`config.mk`:
```
export PLATFORM = sky130hd
export DESIGN_NAME = pulse_width_frame_transmitter
export DESIGN_NICKNAME = d
export VERILOG_FILES = /design/src/pwft_pkg.sv /design/src/pwft_csr.sv /design/src/pwft_core.sv /design/src/pulse_width_frame_transmitter.sv
export SDC_FILE = /design/constraint.sdc
export NUM_CORES = 1
export LEC_CHECK = 0
export BUFFER_PORTS_ARGS = -buffer_cell sky130_fd_sc_hd__buf_2
export CORE_MARGIN = 3
export CORE_UTILIZATION = 40
export CTS_CLUSTER_SIZE = 14
export DETAILED_ROUTE_END_ITERATION = 8
export PLACE_DENSITY = 0.52
export SETUP_SLACK_MARGIN = 0.02
export SKIP_LAST_GASP = 1
export SYNTH_ARGS = -nofsm -noshare
export SYNTH_HDL_FRONTEND = slang
export SYNTH_SLANG_ARGS = --single-unit
```
`constraint.sdc`:
```
create_clock -name clock -period 11.3 [get_ports clock]
set_clock_uncertainty 0.2 [all_clocks]
set_input_delay 0 -clock clock [delete_from_list [all_inputs] [get_ports clock]]
set_output_delay 0 -clock clock [all_outputs]
set_load 0.03 [all_outputs]
```
`src/pwft_pkg.sv`:
```
// Types and constants of the pulse width frame transmitter
`default_nettype none

package pwft_pkg;

   localparam int unsigned TICK_W  = 8;
   localparam int unsigned BYTE_W  = 8;
   localparam int unsigned CNT_W   = 4;
   localparam int unsigned BITS_W  = 7;
   localparam int unsigned CSR_IDX_W = 3;

   // command codes carried on req_tuser
   localparam logic CMD_TICK = 1'b0;
   localparam logic CMD_LOAD = 1'b1;

   // register indexes
   localparam logic [CSR_IDX_W-1:0] REG_READY_TICKS = 3'd0;
   localparam logic [CSR_IDX_W-1:0] REG_START_TICKS = 3'd1;
   localparam logic [CSR_IDX_W-1:0] REG_ZERO_TICKS  = 3'd2;
   localparam logic [CSR_IDX_W-1:0] REG_ONE_TICKS   = 3'd3;
   localparam logic [CSR_IDX_W-1:0] REG_END_TICKS   = 3'd4;
   localparam logic [CSR_IDX_W-1:0] REG_INVERT_LINE = 3'd5;

   // register reset values
   localparam logic [TICK_W-1:0] RST_READY_TICKS = 8'd12;
   localparam logic [TICK_W-1:0] RST_START_TICKS = 8'd9;
   localparam logic [TICK_W-1:0] RST_ZERO_TICKS  = 8'd4;
   localparam logic [TICK_W-1:0] RST_ONE_TICKS   = 8'd6;
   localparam logic [TICK_W-1:0] RST_END_TICKS   = 8'd1;

   localparam logic [TICK_W-1:0] TICK_MAX      = 8'hFF;
   localparam logic [TICK_W-1:0] TICK_LINE_UP  = 8'd2;   // preamble / start rise
   localparam logic [TICK_W-1:0] TICK_BIT_UP   = 8'd1;   // data bit rise

   typedef enum logic [1:0] {
      PH_READY = 2'd0,
      PH_START = 2'd1,
      PH_BIT   = 2'd2,
      PH_END   = 2'd3
   } phase_type;

   typedef struct packed {
      logic [TICK_W-1:0] ready_ticks;
      logic [TICK_W-1:0] start_ticks;
      logic [TICK_W-1:0] zero_ticks;
      logic [TICK_W-1:0] one_ticks;
      logic [TICK_W-1:0] end_ticks;
      logic              invert_line;
   } cfg_type;

   typedef struct packed {
      logic              command;
      logic [BYTE_W-1:0] byte_value;
      logic              last_byte;
   } item_type;

   typedef struct packed {
      logic line_out;
      logic busy_res;
      logic frame_done;
      logic load_dropped;
   } result_type;

endpackage

`default_nettype wire

```
`src/pwft_csr.sv`:
```
// Configuration register file of the pulse width frame transmitter
`default_nettype none

module pwft_csr
   import pwft_pkg::*;
(
   input  wire logic                 clock,
   input  wire logic                 reset,
   input  wire logic                 wr_en,
   input  wire logic [CSR_IDX_W-1:0] wr_index,
   input  wire logic [TICK_W-1:0]    wr_data,
   output      cfg_type              cfg
);

   cfg_type cfg_ff;
   cfg_type cfg_in;

   always_comb begin
      cfg_in = cfg_ff;
      if (wr_en) begin
         case (wr_index)
            REG_READY_TICKS: cfg_in.ready_ticks = wr_data;
            REG_START_TICKS: cfg_in.start_ticks = wr_data;
            REG_ZERO_TICKS:  cfg_in.zero_ticks  = wr_data;
            REG_ONE_TICKS:   cfg_in.one_ticks   = wr_data;
            REG_END_TICKS:   cfg_in.end_ticks   = wr_data;
            REG_INVERT_LINE: cfg_in.invert_line = wr_data[0];
            default: ;   // unmapped index, write ignored
         endcase
      end
   end

   always_ff @(posedge clock) begin
      if (reset) begin
         cfg_ff.ready_ticks <= RST_READY_TICKS;
         cfg_ff.start_ticks <= RST_START_TICKS;
         cfg_ff.zero_ticks  <= RST_ZERO_TICKS;
         cfg_ff.one_ticks   <= RST_ONE_TICKS;
         cfg_ff.end_ticks   <= RST_END_TICKS;
         cfg_ff.invert_line <= 1'b0;
      end else begin
         cfg_ff <= cfg_in;
      end
   end

   assign cfg = cfg_ff;

endmodule

`default_nettype wire

```
`src/pwft_core.sv`:
```
// Frame state, byte buffer and per-beat next-state logic
`default_nettype none

module pwft_core
   import pwft_pkg::*;
#(
   parameter int unsigned MAX_BYTES = 8
)
(
   input  wire logic       clock,
   input  wire logic       reset,
   input  wire logic       step_en,
   input  wire item_type   item,
   input  wire cfg_type    cfg,
   output      result_type result
);

   localparam int unsigned IDX_W = (MAX_BYTES > 1) ? $clog2(MAX_BYTES) : 1;
   localparam logic [CNT_W-1:0] MAX_CNT = CNT_W'(MAX_BYTES);

   phase_type          phase_ff,      phase_in;
   logic [TICK_W-1:0]  tick_count_ff, tick_count_in;
   logic [TICK_W-1:0]  tick_mid;
   logic               running_ff,    running_in;
   logic               line_level_ff, line_level_in;
   logic [CNT_W-1:0]   load_count_ff, load_count_in;
   logic [BITS_W-1:0]  bits_sent_ff,  bits_sent_in;
   logic [BITS_W-1:0]  bits_total_ff, bits_total_in;
   logic [TICK_W-1:0]  bit_length_ff, bit_length_in;
   logic [BYTE_W-1:0]  frame_bytes_ff [MAX_BYTES];

   logic               store_en;
   logic [2:0]         rd_sel;
   logic [BYTE_W-1:0]  rd_byte;
   logic               next_bit;
   logic [TICK_W-1:0]  next_len;
   logic [TICK_W-1:0]  phase_len;
   logic               done;
   logic               dropped;

   // next data bit, MSB first
   assign rd_sel   = bits_sent_ff[5:3];
   assign rd_byte  = ({1'b0, rd_sel} < MAX_CNT) ? frame_bytes_ff[rd_sel[IDX_W-1:0]] : '0;
   assign next_bit = rd_byte[~bits_sent_ff[2:0]];
   assign next_len = next_bit ? cfg.one_ticks : cfg.zero_ticks;
   assign phase_len = (phase_ff == PH_READY) ? cfg.ready_ticks : cfg.start_ticks;

   always_comb begin
      phase_in      = phase_ff;
      tick_mid      = tick_count_ff;
      tick_count_in = tick_count_ff;
      running_in    = running_ff;
      line_level_in = line_level_ff;
      load_count_in = load_count_ff;
      bits_sent_in  = bits_sent_ff;
      bits_total_in = bits_total_ff;
      bit_length_in = bit_length_ff;
      store_en      = 1'b0;
      done          = 1'b0;
      dropped       = 1'b0;

      if (item.command == CMD_TICK) begin
         if (running_ff) begin
            case (phase_ff)
               PH_READY, PH_START: begin
                  if (tick_count_ff >= phase_len) begin
                     line_level_in = 1'b0;
                     tick_mid      = '0;
                     if (phase_ff == PH_READY) begin
                        phase_in = PH_START;
                     end else begin
                        phase_in      = PH_BIT;
                        bits_sent_in  = bits_sent_ff + 1'b1;
                        bit_length_in = next_len;
                     end
                  end else if (tick_count_ff == TICK_LINE_UP) begin
                     line_level_in = 1'b1;
                  end else if (tick_count_ff == '0) begin
                     line_level_in = 1'b0;
                  end
               end
               PH_BIT: begin
                  if (tick_count_ff >= bit_length_ff) begin
                     line_level_in = 1'b0;
                     tick_mid      = '0;
                     if (bits_sent_ff >= bits_total_ff) begin
                        phase_in = PH_END;
                     end else begin
                        bits_sent_in  = bits_sent_ff + 1'b1;
                        bit_length_in = next_len;
                     end
                  end else if (tick_count_ff == TICK_BIT_UP) begin
                     line_level_in = 1'b1;
                  end else if (tick_count_ff == '0) begin
                     line_level_in = 1'b0;
                  end
               end
               default: begin
                  if (tick_count_ff >= cfg.end_ticks) begin
                     phase_in      = PH_READY;
                     line_level_in = 1'b1;
                     tick_mid      = '0;
                     running_in    = 1'b0;
                     done          = 1'b1;
                  end
               end
            endcase
            tick_count_in = (tick_mid != TICK_MAX) ? tick_mid + 1'b1 : tick_mid;
         end
      end else if (running_ff) begin
         dropped = 1'b1;
      end else begin
         if (load_count_ff < MAX_CNT) begin
            store_en      = 1'b1;
            load_count_in = load_count_ff + 1'b1;
         end else begin
            dropped = 1'b1;
         end
         if (item.last_byte) begin
            bits_total_in = {load_count_in, 3'b000};
            bits_sent_in  = '0;
            phase_in      = PH_READY;
            tick_count_in = '0;
            running_in    = 1'b1;
            load_count_in = '0;
         end
      end
   end

   always_ff @(posedge clock) begin
      if (reset) begin
         phase_ff      <= PH_READY;
         tick_count_ff <= '0;
         running_ff    <= 1'b0;
         line_level_ff <= 1'b1;
         load_count_ff <= '0;
         bits_sent_ff  <= '0;
         bits_total_ff <= '0;
         bit_length_ff <= '0;
      end else if (step_en) begin
         phase_ff      <= phase_in;
         tick_count_ff <= tick_count_in;
         running_ff    <= running_in;
         line_level_ff <= line_level_in;
         load_count_ff <= load_count_in;
         bits_sent_ff  <= bits_sent_in;
         bits_total_ff <= bits_total_in;
         bit_length_ff <= bit_length_in;
      end
   end

   // byte buffer, contents undefined until loaded
   always_ff @(posedge clock) begin
      if (step_en && store_en) begin
         frame_bytes_ff[load_count_ff[IDX_W-1:0]] <= item.byte_value;
      end
   end

   assign result.line_out     = line_level_in ^ cfg.invert_line;
   assign result.busy_res     = running_in;
   assign result.frame_done   = done;
   assign result.load_dropped = dropped;

endmodule

`default_nettype wire

```
`src/pulse_width_frame_transmitter.sv`:
```
// Top level of the pulse width frame transmitter
//
//   channel | dir | handshake              | payload
//   --------+-----+------------------------+-----------------------------------------
//   req     | in  | req_tvalid/req_tready  | tdata byte_value, tuser command, tlast last
//   rsp     | out | rsp_tvalid/rsp_tready  | tdata line_out,busy_res; tlast frame_done;
//           |     |                        | tuser load_dropped
//   csr     | in  | csr_valid/csr_ready    | csr_index register, csr_wdata value
//
// One request beat per clock sustained while rsp_tready is high; each beat
// yields one response beat through the input register, then the result register.
// The request register and the result register form a two-stage pipe: a
// new beat is taken while a result waits, as long as the result moves on.
// Reset (synchronous, high) empties both stages, sets the line idle high
// and loads the register defaults; csr writes are always taken at once.
`default_nettype none

module pulse_width_frame_transmitter
   import pwft_pkg::*;
#(
   parameter int unsigned MAX_BYTES = 8
)
(
   input  wire logic                 clock,
   input  wire logic                 reset,
   // request channel
   input  wire logic                 req_tvalid,
   output      logic                 req_tready,
   input  wire logic [7:0]           req_tdata,   // [7:0] byte_value
   input  wire logic                 req_tuser,   // [0] command
   input  wire logic                 req_tlast,   // last_byte
   // response channel
   output      logic                 rsp_tvalid,
   input  wire logic                 rsp_tready,
   output      logic [7:0]           rsp_tdata,   // [0] line_out, [1] busy_res, rest zero
   output      logic                 rsp_tuser,   // [0] load_dropped
   output      logic                 rsp_tlast,   // frame_done
   // configuration write channel
   input  wire logic                 csr_valid,
   output      logic                 csr_ready,
   input  wire logic [CSR_IDX_W-1:0] csr_index,
   input  wire logic [7:0]           csr_wdata
);

   logic       in_valid_ff;
   item_type   in_item_ff;
   logic       out_valid_ff;
   result_type out_res_ff;
   result_type step_res;
   cfg_type    cfg;
   item_type   req_item;
   logic       advance;
   logic       req_take;

   // a held beat moves into the result register when that slot is free or its beat is taken
   assign advance    = in_valid_ff && (!out_valid_ff || rsp_tready);
   assign req_tready = !in_valid_ff || advance;
   assign req_take   = req_tvalid && req_tready;
   assign csr_ready  = 1'b1;

   assign req_item.command    = req_tuser;
   assign req_item.byte_value = req_tdata;
   assign req_item.last_byte  = req_tlast;

   pwft_csr u_csr (
      .clock    (clock),
      .reset    (reset),
      .wr_en    (csr_valid),
      .wr_index (csr_index),
      .wr_data  (csr_wdata),
      .cfg      (cfg)
   );

   pwft_core #(
      .MAX_BYTES (MAX_BYTES)
   ) u_core (
      .clock   (clock),
      .reset   (reset),
      .step_en (advance),
      .item    (in_item_ff),
      .cfg     (cfg),
      .result  (step_res)
   );

   // input stage
   always_ff @(posedge clock) begin
      if (reset) begin
         in_valid_ff <= 1'b0;
      end else if (req_take) begin
         in_valid_ff <= 1'b1;
      end else if (advance) begin
         in_valid_ff <= 1'b0;
      end
   end

   always_ff @(posedge clock) begin
      if (req_take) begin
         in_item_ff <= req_item;
      end
   end

   // result stage
   always_ff @(posedge clock) begin
      if (reset) begin
         out_valid_ff <= 1'b0;
      end else if (advance) begin
         out_valid_ff <= 1'b1;
      end else if (rsp_tready) begin
         out_valid_ff <= 1'b0;
      end
   end

   always_ff @(posedge clock) begin
      if (advance) begin
         out_res_ff <= step_res;
      end
   end

   assign rsp_tvalid = out_valid_ff;
   assign rsp_tdata  = {6'b000000, out_res_ff.busy_res, out_res_ff.line_out};
   assign rsp_tuser  = out_res_ff.load_dropped;
   assign rsp_tlast  = out_res_ff.frame_done;

endmodule

`default_nettype wire

```
==> results.py, run 1 <==
metrics = {
    "sta": {
        "fmax_mhz": 200,
        "fin_crit_ns": 4.99,
        "fin_crit_sh_pct": 44.2,
        "rsz0062_at_grt": "false",
        "tightest_slew_ns": 1.02,
        "tns_ns": 0,
        "slew_viol_final": 0,
        "hold_violations": 0,
        "relSlewSlack_pct": 31.6,
        "setup_viol_count_final": 0,
    },
    "worst_hold_path": {
        "min_delay_worst_endpoint": "in_item_ff[5]",
        "hold_depth": 2,
        "min_path_type": "input port to flip-flop",
        "hp-start": "req_tdata[4]",
    },
    "layout": {
        "seq_area_sq_um": 3960,
        "multiInputGateArea_sq_um": 3240,
        "drive_above_1_share_pct": 10.5,
        "fill_cells": 1672,
        "antenna_cells": 0,
        "syn2layout_area_growth_pct": 15.3,
        "nNetsFinal": 802,
        "stdcell_count": 979,
    },
    "power": {
        "ir_worst_vdd_mv": 0.0990,
        "power_density_nw_per_um2": 141,
        "internal-power_mw": 0.939,
        "p_sw_mw": 0.280,
        "leakage_nw": 3.21,
        "p_clk_share_pct": 44.0,
        "pwr-share-comb_pct": 5.0,
        "p_seq_share_pct": 51.0,
        "switching_share_pct": 23.0,
    },
    "route": {
        "wl_met2_microns": 7920,
        "first_pass_iters": 6,
        "viasPerCell": 5.51,
        "vias": 5390,
        "route.detailed.drc": 0,
        "wl_per_cell_microns": 17.9,
        "met1_length_microns": 8520,
        "postRouteAntennaNets": 0,
        "top_layer": "met4",
        "drtIter0Drc": 433,
        "wl_met3_microns": 811,
        "wirelength_microns": 17500,
    },
    "floorplanning": {
        "die_h_microns": 143,
        "die_area_sq_um": 20400,
        "die_w_microns": 143,
        "start_util_pct": 41.3,
        "io_pins": 39,
        "coreArea_sq_um": 18100,
        "rows": 49,
    },
    "clock_network": {
        "h-tree-depth": 4,
        "clk_latency_ns": 0.42,
        "clk_pin_slew_ns": 0.06,
        "cts_buffer_depth": 2,
        "cts.sink_count": 159,
        "cts_buffers": 17,
        "cts-resized-gates": 0,
        "cts_tree": "done",
        "cts_setup_buffers": 0,
        "cts_root_buffer": "clkbuf_16",
    },
    "place": {
        "dp_hpwl_microns": 12000,
        "port_buffers": 31,
        "post-place-cells": 917,
        "gp_congestion": 0.820,
    },
    "worst_setup_path": {
        "end_kind": "flip-flop",
        "r2r_setup_slack_ns": 6.31,
        "crit_type": "flip-flop to flip-flop",
        "crit_required_ns": 11.47,
        "r2r-end": "u_core.tick_count_ff[5]",
        "rr_worst_depth": 18,
        "cp_num_buf_inv": 2,
        "path_max_fanout": 15,
        "cp_slowest_cell": "ha_1",
        "path_cells": "inv_1 > ha_1 > mux2_2 > ha_1 > nand2b_1 > a21oi_1 > o21ai_1 > a211oi_1 > nor3_1 > buf_4 > nor3b_1 > ha_1 > nand4_1 > or2_2 > nand2_1 > nand2_1 > a2111oi_0 > a21o_1",
        "rr_startpoint": "u_core.phase_ff[1]",
        "startpoint_type": "flip-flop",
        "crit_top_cell": "ha_1",
        "max_stage_delay_ns": 0.59,
        "cp_top_family": "compound AO/OA/AOI/OAI gates",
        "cp.arrival_ns": 5.16,
    },
    "synthesis": {
        "synth.top_cells.by_count": "nand2_1, dfxtp_1, edfxtp_1, a21oi_1, ha_1",
        "synthCells": 688,
        "synth.distinct_cells": 59,
        "async_flop_share_pct": 0,
        "seq_area_frac_synth_pct": 53.0,
        "synth_top_area_share_pct": 31.3,
        "yosysMostFrequentCell": "nand2_1",
        "syn_avg_cell_area_sq_um": 10.9,
        "yosys-top-cells-area": "edfxtp_1, dfxtp_1, ha_1",
        "ys_seq_elements": 159,
        "syn_area_sq_um": 7490,
        "synthFlopType": "dfxtp_1",
        "synth_top_cell_by_area": "edfxtp_1",
        "synth_edf_count": 78,
        "synth_warnings": 0,
    },
    "global_routing": {
        "antenna_found_initial": 0,
        "grt_usage_pct": 18.0,
        "grt_pass1_vias": 5302,
        "grt_max_degree": 56,
        "grt_pass1_wl_microns": 28400,
        "grt-ovfl-total": 0,
    },
    "job": {
        "max_cap_viol_count": 0,
    },
    "run_status": {
        "status": "completed",
    },
}
==> how the worst max path moves through the flow <==
stage,from,endpoint,slack [ns],cells past startpoint
2_1_floorplan,u_core.phase_ff[0],u_core.tick_count_ff[1],6.67,18
3_3_place_gp,u_core.phase_ff[0],u_core.tick_count_ff[5],6.58,18
3_5_place_dp,u_core.phase_ff[1],u_core.tick_count_ff[5],6.37,18
4_1_cts,u_core.phase_ff[1],u_core.tick_count_ff[5],6.36,18
5_1_grt,u_core.phase_ff[1],u_core.tick_count_ff[5],6.08,18
6_report,u_core.phase_ff[1],u_core.tick_count_ff[5],6.31,18
==> flip-flops by register name (all words and copies together) (netlist names), 2 cells and up, named ones only <==
signal,count
in_item_ff,10
rsp_tdata,2
u_core.bits_total_ff,4
u_core.load_count_ff,4
u_core.frame_bytes_ff,64
u_core.bit_length_ff,8
u_core.phase_ff,2
u_csr.cfg,41
u_core.tick_count_ff,8
u_core.bits_sent_ff,7
==> worst reg2reg max path: cells and delay by family, from the launching register on <==
kind / cells / cell delay (ns)
simple gates: 7 / 1.21
mux: 1 / 0.42
flops: 1 / 0.36
buf+inv: 2 / 0.33
compound gates: 5 / 1.23
fa+ha+maj: 3 / 1.19
==> placed cells by master, fill, tap and decap left out, drive strengths merged, types with 3 or more instances in the layout <==
cell type	Yosys	final
clkinv	1	8
dfxtp	81	81
mux4	16	16
clkbuf	23	18
buf	16	34
or3	8	8
nand2b	5	5
a21oi	53	53
a21o	13	13
o311a	3	3
a22oi	8	8
dlygate4sd3	0	30
conb	2	7
a211o	4	4
nor2	38	38
inv	30	32
and2	5	5
nand3	23	23
nor3	15	15
o21ai	17	17
edfxtp	78	78
ha	39	39
nor3b	5	5
nor4	4	4
clkinvlp	0	4
nand2	97	97
and3	7	7
a2111oi	3	3
a211oi	9	9
mux2i	24	24
nand4	11	11
nor2b	10	10
o2bb2ai	8	8
a31oi	5	5
==> cell families after synthesis <==
logic type / count (synthesis) / share of synthesized area [%]
AOI/OAI and AO/OA: 137 / 12.0
xor gates and xnor gates: 2 / 0.234
adders and majority gates: 39 / 6.52
buffers and inverters: 70 / 4.35
DFF: 159 / 53.0
muxes: 41 / 8.67
other: 2 / 0.100
and+or+nand+nor: 238 / 15.2
==> metal layers <==
layer | track usage (%) | vias up
met5 | 0 | -
met4 | 6.55 | 0
met3 | 3.22 | 23
met2 | 27.1 | 143
met1 | 26.2 | 2598
li1 | - | 2626
==> stage by stage <==
step / area, sq um / setup WS, ns / hold slack, ns / power [mW] / utilization (%)
floorplan: 7500 / 6.67 / -0.101 / 0.668 / -
global placement: 7780 / 6.58 / -0.0234 / 0.686 / 42.9
detailed placement: 7780 / 6.37 / -0.0215 / 0.687 / 42.9
CTS: 8630 / 6.36 / 0.0651 / 1.23 / 47.5
global route: 8630 / 6.08 / 0.0732 / 1.27 / 47.5
finish: 8630 / 6.31 / 0.0811 / 1.22 / 47.5
==> what timing repair did <==
action | 4_1_cts | 5_1_grt
endpoints found under the setup margin | 0 | 0
hold endpoints to repair | 59 | 0
hold buffers | 30 | 0
==> power groups by stage <==
stage          logic, mW  registers [mW]  clock network [mW]
2_1_floorplan     0.0358           0.633                   0
3_3_place_gp      0.0522           0.634                   0
3_5_place_dp      0.0530           0.634                   0
4_1_cts           0.0609           0.622               0.549
5_1_grt           0.0675           0.623               0.576
6_report          0.0610           0.622               0.537
==> final cells by class <==
type                    instances  area share (%)
flip-flops and latches        159            45.9
multi-input cells             464            37.5
repair buffers                 64            5.54
clock buffers                  18            4.97
well taps                     229            3.32
clock inverters                14            1.38
inverters                      31            1.35
(Power assumes the default switching activity.)
==> run 2, diff against run 1 <==
==> constraint.sdc (replaced) <==
create_clock -name clock -period 4.63 [get_ports clock]
set_clock_uncertainty 0.2 [all_clocks]
set_input_delay 0 -clock clock [delete_from_list [all_inputs] [get_ports clock]]
set_output_delay 0 -clock clock [all_outputs]
set_load 0.03 [all_outputs]
==> run 2 against run 1 <==
  * Sequential share of layout area decreased by 0.42 points
  * Highest routed layer unchanged
  * Critical path type unchanged
  * Register-to-register slack got worse by 5.9 ns
  * Core utilization is 0.43 points higher
  * Sequential power increased by 140%
  * Worst hold slack is essentially flat
  * Clock power rose by 140%
==> results.py, run 2 (synthesis gave the netlist of run 1 again) <==
metrics = {
    "worst_hold_path": {
        "min_path_type": "input port to flip-flop",
        "hp-start": "req_tdata[0]",
        "hold_depth": 2,
        "min_delay_worst_endpoint": "in_item_ff[1]",
    },
    "floorplanning": {
        "io_pins": 39,
        "coreArea_sq_um": 18100,
        "die_area_sq_um": 20400,
        "die_w_microns": 143,
        "start_util_pct": 41.3,
        "rows": 49,
        "die_h_microns": 143,
    },
    "layout": {
        "largest_reg_flops": 64,
        "fill_cells": 1676,
        "antenna_cells": 0,
        "layout_commonest_cell": "nand2_1",
        "stdcell_count": 987,
        "drive_above_1_share_pct": 11.7,
        "nNetsFinal": 811,
        "multiInputGateArea_sq_um": 3250,
        "syn2layout_area_growth_pct": 16.3,
        "layout_common_cells": "nand2_1, dfxtp_1, edfxtp_1, a21oi_1",
        "seq_area_sq_um": 3960,
    },
    "place": {
        "post-place-cells": 924,
        "gp_congestion": 0.816,
        "port_buffers": 31,
        "dp_hpwl_microns": 12300,
    },
    "worst_setup_path": {
        "rr_startpoint": "u_core.phase_ff[0]",
        "max_stage_delay_ns": 0.42,
        "cp_num_buf_inv": 2,
        "path_cells": "inv_1 > ha_2 > mux2_2 > ha_1 > nand2b_1 > a21oi_1 > o21ai_1 > a211oi_2 > nor3_1 > buf_4 > nor3_1 > ha_1 > nand4_1 > or2_2 > o311a_1 > a211o_1",
        "crit_required_ns": 4.74,
        "critPathLaunch": "u_core.phase_ff[0]",
        "end_kind": "flip-flop",
        "path_max_fanout": 14,
        "startpoint_type": "flip-flop",
        "r2r_setup_slack_ns": 0.43,
        "cp_top_family": "compound AO/OA/AOI/OAI gates",
        "cp.arrival_ns": 4.31,
        "rr_worst_depth": 16,
        "path_depth": 16,
        "cp_slowest_cell": "or2_2",
        "crit_type": "flip-flop to flip-flop",
        "r2r-end": "u_core.tick_count_ff[1]",
    },
    "power": {
        "internal-power_mw": 2.25,
        "pwr-share-comb_pct": 5.1,
        "p_seq_share_pct": 51.4,
        "leakage_nw": 3.25,
        "p_clk_share_pct": 43.5,
        "power_density_nw_per_um2": 339,
        "ir_worst_vdd_mv": 0.266,
        "switching_share_pct": 23.8,
        "p_sw_mw": 0.701,
    },
    "route": {
        "route.detailed.drc": 0,
        "viasPerCell": 5.56,
        "vias": 5492,
        "first_pass_iters": 5,
        "wirelength_microns": 17700,
        "postRouteAntennaNets": 0,
        "drtIter0Drc": 374,
        "wl_per_cell_microns": 17.9,
    },
    "clock_network": {
        "cts_tree": "done",
        "cts.sink_count": 159,
        "h-tree-depth": 4,
        "clk_pin_slew_ns": 0.07,
        "cts_root_buffer": "clkbuf_16",
        "cts_buffers": 17,
        "cts_buffer_depth": 2,
        "clk_latency_ns": 0.42,
    },
    "sta": {
        "fin_crit_ns": 4.20,
        "fmax_mhz": 238,
        "tightest_slew_ns": 1.00,
        "relSlewSlack_pct": 32.9,
        "fin_crit_sh_pct": 90.8,
        "setup_viol_count_final": 0,
        "hold_violations": 0,
        "rsz0062_at_grt": "false",
        "slew_viol_final": 0,
        "tns_ns": 0,
    },
    "global_routing": {
        "antenna_found_initial": 0,
        "grt_pass1_vias": 5538,
        "grt_max_degree": 34,
        "grt_usage_pct": 18.5,
        "grt-ovfl-total": 0,
        "grt_pass1_wl_microns": 29100,
    },
    "run_status": {
        "status": "completed",
    },
    "job": {
        "max_cap_viol_count": 0,
    },
}
[run 2: cell types whose count changed in the layout (fill, tap and decap cells not counted), sizes merged]
cell | before | now
buf | 34 | 41
bufinv | 1 | 0
clkinv | 8 | 6
dlygate4sd3 | 30 | 32
inv | 32 | 34
[run 2: what timing repair did]
| item | 4_1_cts | 5_1_grt |
|---|---|---|
| setup buffers | 0 | 0 |
| endpoints found under the setup margin | 0 | 4 |
| hold buffers | 32 | 0 |
| hold endpoints to repair | 55 | 0 |
| gates resized for setup | 0 | 4 |
[run 2: per-layer routing]
metal	up-vias	wire length [microns]	GRT usage (%)
met5	-	0	0
met4	0	268	6.20
met3	23	886	3.72
met2	145	8050	28.5
met1	2682	8500	26.1
li1	2642	-	-
[run 2: cell type report]
cell class,instances,area share [%]
clock buffer,18,4.93
timing repair buffer,73,6.32
inverter,31,1.34
clock inverter,13,1.28
sequential,159,45.5
multi-input combinational,464,37.3
tap,229,3.29
[run 2: worst max-delay path by stage]
stage                     slack [ns]                       to
after floorplan                 0.20  u_core.tick_count_ff[1]
after global placement          0.51  u_core.tick_count_ff[5]
after detailed placement        0.29  u_core.tick_count_ff[5]
after CTS                       0.29  u_core.tick_count_ff[5]
after global routing            0.06  u_core.tick_count_ff[5]
final                           0.43  u_core.tick_count_ff[1]
[run 2: worst reg2reg max path, stage by stage, from the launching register on]
cell      delay (ns)
dfxtp_1         0.36
inv_1           0.12
ha_2            0.27
mux2_2          0.36
ha_1            0.26
nand2b_1        0.14
a21oi_1         0.14
o21ai_1         0.13
a211oi_2        0.28
nor3_1          0.10
buf_4           0.21
nor3_1          0.15
ha_1            0.20
nand4_1         0.14
or2_2           0.42
o311a_1         0.33
a211o_1         0.27
[run 2: through the flow]
step,area [sq um],util (%),worst slack (ns),power [mW],hold slack (ns)
after global placement,7830,43.2,0.507,1.67,-0.0236
after detailed placement,7830,43.2,0.289,1.68,-0.0213
final,8710,48.0,0.427,2.95,0.0813
after CTS,8690,47.9,0.295,2.98,0.0567
after global routing,8710,48.0,0.0643,3.06,0.0623
after floorplan,7510,-,0.203,1.63,-0.101
[run 2: power groups by stage]
stage,Sequential [mW],Clock [mW],Combinational (mW)
floorplan,1.54,0,0.0874
global placement,1.55,0,0.128
detailed placement,1.55,0,0.130
CTS,1.52,1.31,0.150
global route,1.52,1.38,0.166
finish,1.52,1.28,0.151
==> run 3, diff against run 2 <==
--- a/config.mk
+++ b/config.mk
@@ -10,9 +10,11 @@
 export CORE_UTILIZATION = 40
 export CTS_CLUSTER_SIZE = 14
 export DETAILED_ROUTE_END_ITERATION = 8
+export GPL_TIMING_DRIVEN = 0
 export PLACE_DENSITY = 0.52
 export SETUP_SLACK_MARGIN = 0.02
 export SKIP_LAST_GASP = 1
 export SYNTH_ARGS = -nofsm -noshare
 export SYNTH_HDL_FRONTEND = slang
+export SYNTH_HIERARCHICAL = 1
 export SYNTH_SLANG_ARGS = --single-unit
==> constraint.sdc (replaced) <==
create_clock -name clock -period 4.5 [get_ports clock]
set_clock_uncertainty 0.2 [all_clocks]
set_input_delay 0 -clock clock [delete_from_list [all_inputs] [get_ports clock]]
set_output_delay 0 -clock clock [all_outputs]
set_load 0.03 [all_outputs]
==> run 3 against run 2 <==
  * Flip-flop and latch count unchanged
  * Worst hold slack worse by 0.026 ns
  * Largest power group unchanged
  * Register-to-register slack got worse by 0.14 ns
  * Die area up 4.9%
  * First-iteration DRC count is 7.0% lower
  * Clock-buffer cell count stayed put
  * Highest routed layer unchanged
  * Area after synthesis is 5.1% higher
  * Critical path type unchanged
==> results.py, run 3 <==
metrics = {
    "clock_network": {
        "cts_buffer_depth": 2,
        "cts_buffers": 17,
        "clk_latency_ns": 0.42,
        "cts_tree": "done",
        "cts_setup_buffers": 0,
        "h-tree-depth": 4,
        "clk_pin_slew_ns": 0.07,
        "cts_root_buffer": "clkbuf_16",
        "cts.sink_count": 159,
    },
    "global_routing": {
        "grt_max_degree": 17,
        "grt_usage_pct": 17.0,
        "grt-ovfl-total": 0,
        "grtUsageMet3_pct": 3.85,
        "antenna_found_initial": 0,
        "top_usage_layer": "met2",
        "grt_pass1_wl_microns": 28600,
        "grt_use_met2_pct": 26.4,
        "grt_pass1_vias": 5456,
        "met1_usage_pct": 24.1,
    },
    "run_status": {
        "status": "completed",
    },
    "power": {
        "p_total_mw": 3.17,
        "ir_worst_vdd_mv": 0.245,
        "power_density_nw_per_um2": 341,
        "leakage_nw": 3.58,
    },
    "floorplanning": {
        "io_pins": 39,
        "die_w_microns": 146,
        "die_area_sq_um": 21400,
        "rows": 50,
        "start_util_pct": 41.4,
        "die_h_microns": 146,
        "coreArea_sq_um": 19000,
    },
    "route": {
        "vias": 5420,
        "postRouteAntennaNets": 0,
        "route.detailed.drc": 0,
        "drtIter0Drc": 348,
        "wirelength_microns": 18100,
        "viasPerCell": 5.16,
        "wl_per_cell_microns": 17.2,
        "first_pass_iters": 5,
    },
    "layout": {
        "final_util_pct": 48.8,
        "antenna_cells": 0,
        "syn2layout_area_growth_pct": 18.0,
        "fill_cells": 1799,
        "drive_above_1_share_pct": 16.2,
        "layout_commonest_cell": "dfxtp_1",
        "largest_reg_flops": 64,
        "nNetsFinal": 842,
        "layout_common_cells": "dfxtp_1, edfxtp_1, mux2i_1, nor2_1, nand2b_1",
        "final_area_sq_um": 9290,
    },
    "worst_setup_path": {
        "cp_num_buf_inv": 2,
        "critPathLaunch": "u_core/phase_ff[1]",
        "cp_slowest_cell": "dfxtp_1",
        "cp_top_family": "compound AO/OA/AOI/OAI gates",
        "crit_required_ns": 4.62,
        "path_max_fanout": 10,
        "rr_worst_depth": 16,
        "endpoint": "u_core/tick_count_ff[0]",
        "crit_type": "flip-flop to flip-flop",
        "max_stage_delay_ns": 0.36,
        "end_kind": "flip-flop",
        "cp.arrival_ns": 4.33,
        "r2r_setup_slack_ns": 0.29,
        "r2r-end": "u_core/tick_count_ff[0]",
        "rr_startpoint": "u_core/phase_ff[1]",
        "path_cells": "inv_1 > ha_1 > buf_6 > mux2i_2 > ha_1 > a211oi_1 > o21ai_0 > a211oi_2 > nor3_2 > nor2_1 > ha_2 > nand2_1 > a211o_1 > or2_1 > a21o_1 > a211oi_1",
        "startpoint_type": "flip-flop",
        "path_depth": 16,
    },
    "synthesis": {
        "async_flop_share_pct": 0,
        "synth.top_cells.by_count": "dfxtp_1, edfxtp_1, mux2i_1, nor2_1, nand2b_1",
        "yosys-top-cells-area": "edfxtp_1, dfxtp_1, mux2i_1",
        "synth_top_area_share_pct": 29.8,
        "ys_seq_elements": 159,
        "synth_warnings": 6,
        "synth_edf_count": 78,
        "synth_top_cell_by_area": "edfxtp_1",
        "synth.distinct_cells": 73,
        "syn_avg_cell_area_sq_um": 11.4,
        "syn_area_sq_um": 7870,
        "yosysMostFrequentCell": "dfxtp_1",
        "seq_area_frac_synth_pct": 50.4,
        "synthCells": 692,
        "synthFlopType": "dfxtp_1",
    },
    "sta": {
        "fin_crit_sh_pct": 93.6,
        "fin_crit_ns": 4.21,
        "slew_viol_final": 0,
        "rsz0062_at_grt": "false",
        "fin_ws_ns": 0.289,
        "hold_violations": 0,
        "tightest_slew_ns": 1.14,
        "relSlewSlack_pct": 23.8,
        "setup_viol_count_final": 0,
        "fmax_mhz": 237,
    },
    "place": {
        "gp_congestion": 0.840,
        "placed_area_sq_um": 8390,
        "port_buffers": 31,
        "place_ws_ns": -0.215,
        "dp_hpwl_microns": 12900,
    },
    "worst_hold_path": {
        "hp-start": "reset",
        "min_path_type": "input port to flip-flop",
    },
    "job": {
        "max_cap_viol_count": 0,
    },
}
[run 3: cell count changes after synthesis, moves of 9 or more]
cell	previous run	this run
mux2i_1	24	68
a21oi_1	53	24
a21o_1	13	2
nand2b_1	4	46
clkbuf_1	23	10
nor2_1	38	63
mux4_1	10	1
nand2_1	97	34
nand3_1	23	11
[run 3: cells by family after synthesis]
family                     after synthesis  synth area share, %
buffers and inverters                   69                 4.32
other                                    2               0.0954
AOI/OAI and AO/OA                      108                 9.94
adders and majority gates               39                 6.20
and+or+nand+nor                        215                 14.7
DFF                                    159                 50.4
xor gates and xnor gates                 9                 1.00
muxes                                   91                 13.4
[run 3: per-layer routing]
metal / part of all wire [%] / wire length, microns
met5: 0 / 0
met3: 4.0 / 720
met1: 50 / 9050
met4: 1.0 / 186
met2: 45 / 8140
[run 3: cell type report]
cell class | count | area [sq um] | share of cell area, %
timing repair buffer | 61 | 457 | 4.92
clock buffer | 18 | 429 | 4.62
tap | 260 | 325 | 3.50
clock inverter | 14 | 158 | 1.70
multi-input combinational | 469 | 3610 | 38.8
sequential | 159 | 3960 | 42.7
inverter | 37 | 139 | 1.50
buffer | 32 | 209 | 2.25
[run 3: power breakdown]
group / internal (mW) / leakage [nW] / switching [mW]
Clock: 0.828 / 0.280 / 0.597
Combinational: 0.0807 / 1.93 / 0.0992
Sequential: 1.54 / 1.37 / 0.0198
[run 3: repair_timing]
item                                   CTS  global route
endpoints found under the hold margin   67             0
gates resized for setup                  1             7
pin swaps                                0             0
hold buffers                            29             0
gates cloned                             0             0
setup endpoints to repair                4             7
[run 3: metrics by stage]
step	hold WS (ns)	setup TNS, ns	std cells
after global placement	-0.0238	-0.219	988
after CTS	0.0424	0	1050
final	0.0550	0	1050
after detailed placement	-0.0219	-0.381	989
after floorplan	-0.138	0	697
after global routing	0.0756	0	1050
[run 3: worst min path at each step]
stage / slack (ns) / endpoint / cells after the start
finish: 0.06 / u_csr/cfg[32] / 3
global route: 0.08 / in_item_ff[5] / 2
CTS: 0.04 / u_core/tick_count_ff[7] / 3
detailed placement: -0.02 / in_item_ff[3] / 1
global placement: -0.02 / in_item_ff[6] / 1
floorplan: -0.14 / in_valid_ff / 1
[run 3: worst reg2reg max path: stages (launching register included)]
cell      delay [ns]
dfxtp_1         0.36
inv_1           0.11
ha_1            0.24
buf_6           0.21
mux2i_2         0.31
ha_1            0.29
a211oi_1        0.19
o21ai_0         0.18
a211oi_2        0.28
nor3_2          0.13
nor2_1          0.19
ha_2            0.25
nand2_1         0.08
a211o_1         0.35
or2_1           0.30
a21o_1          0.20
a211oi_1        0.26
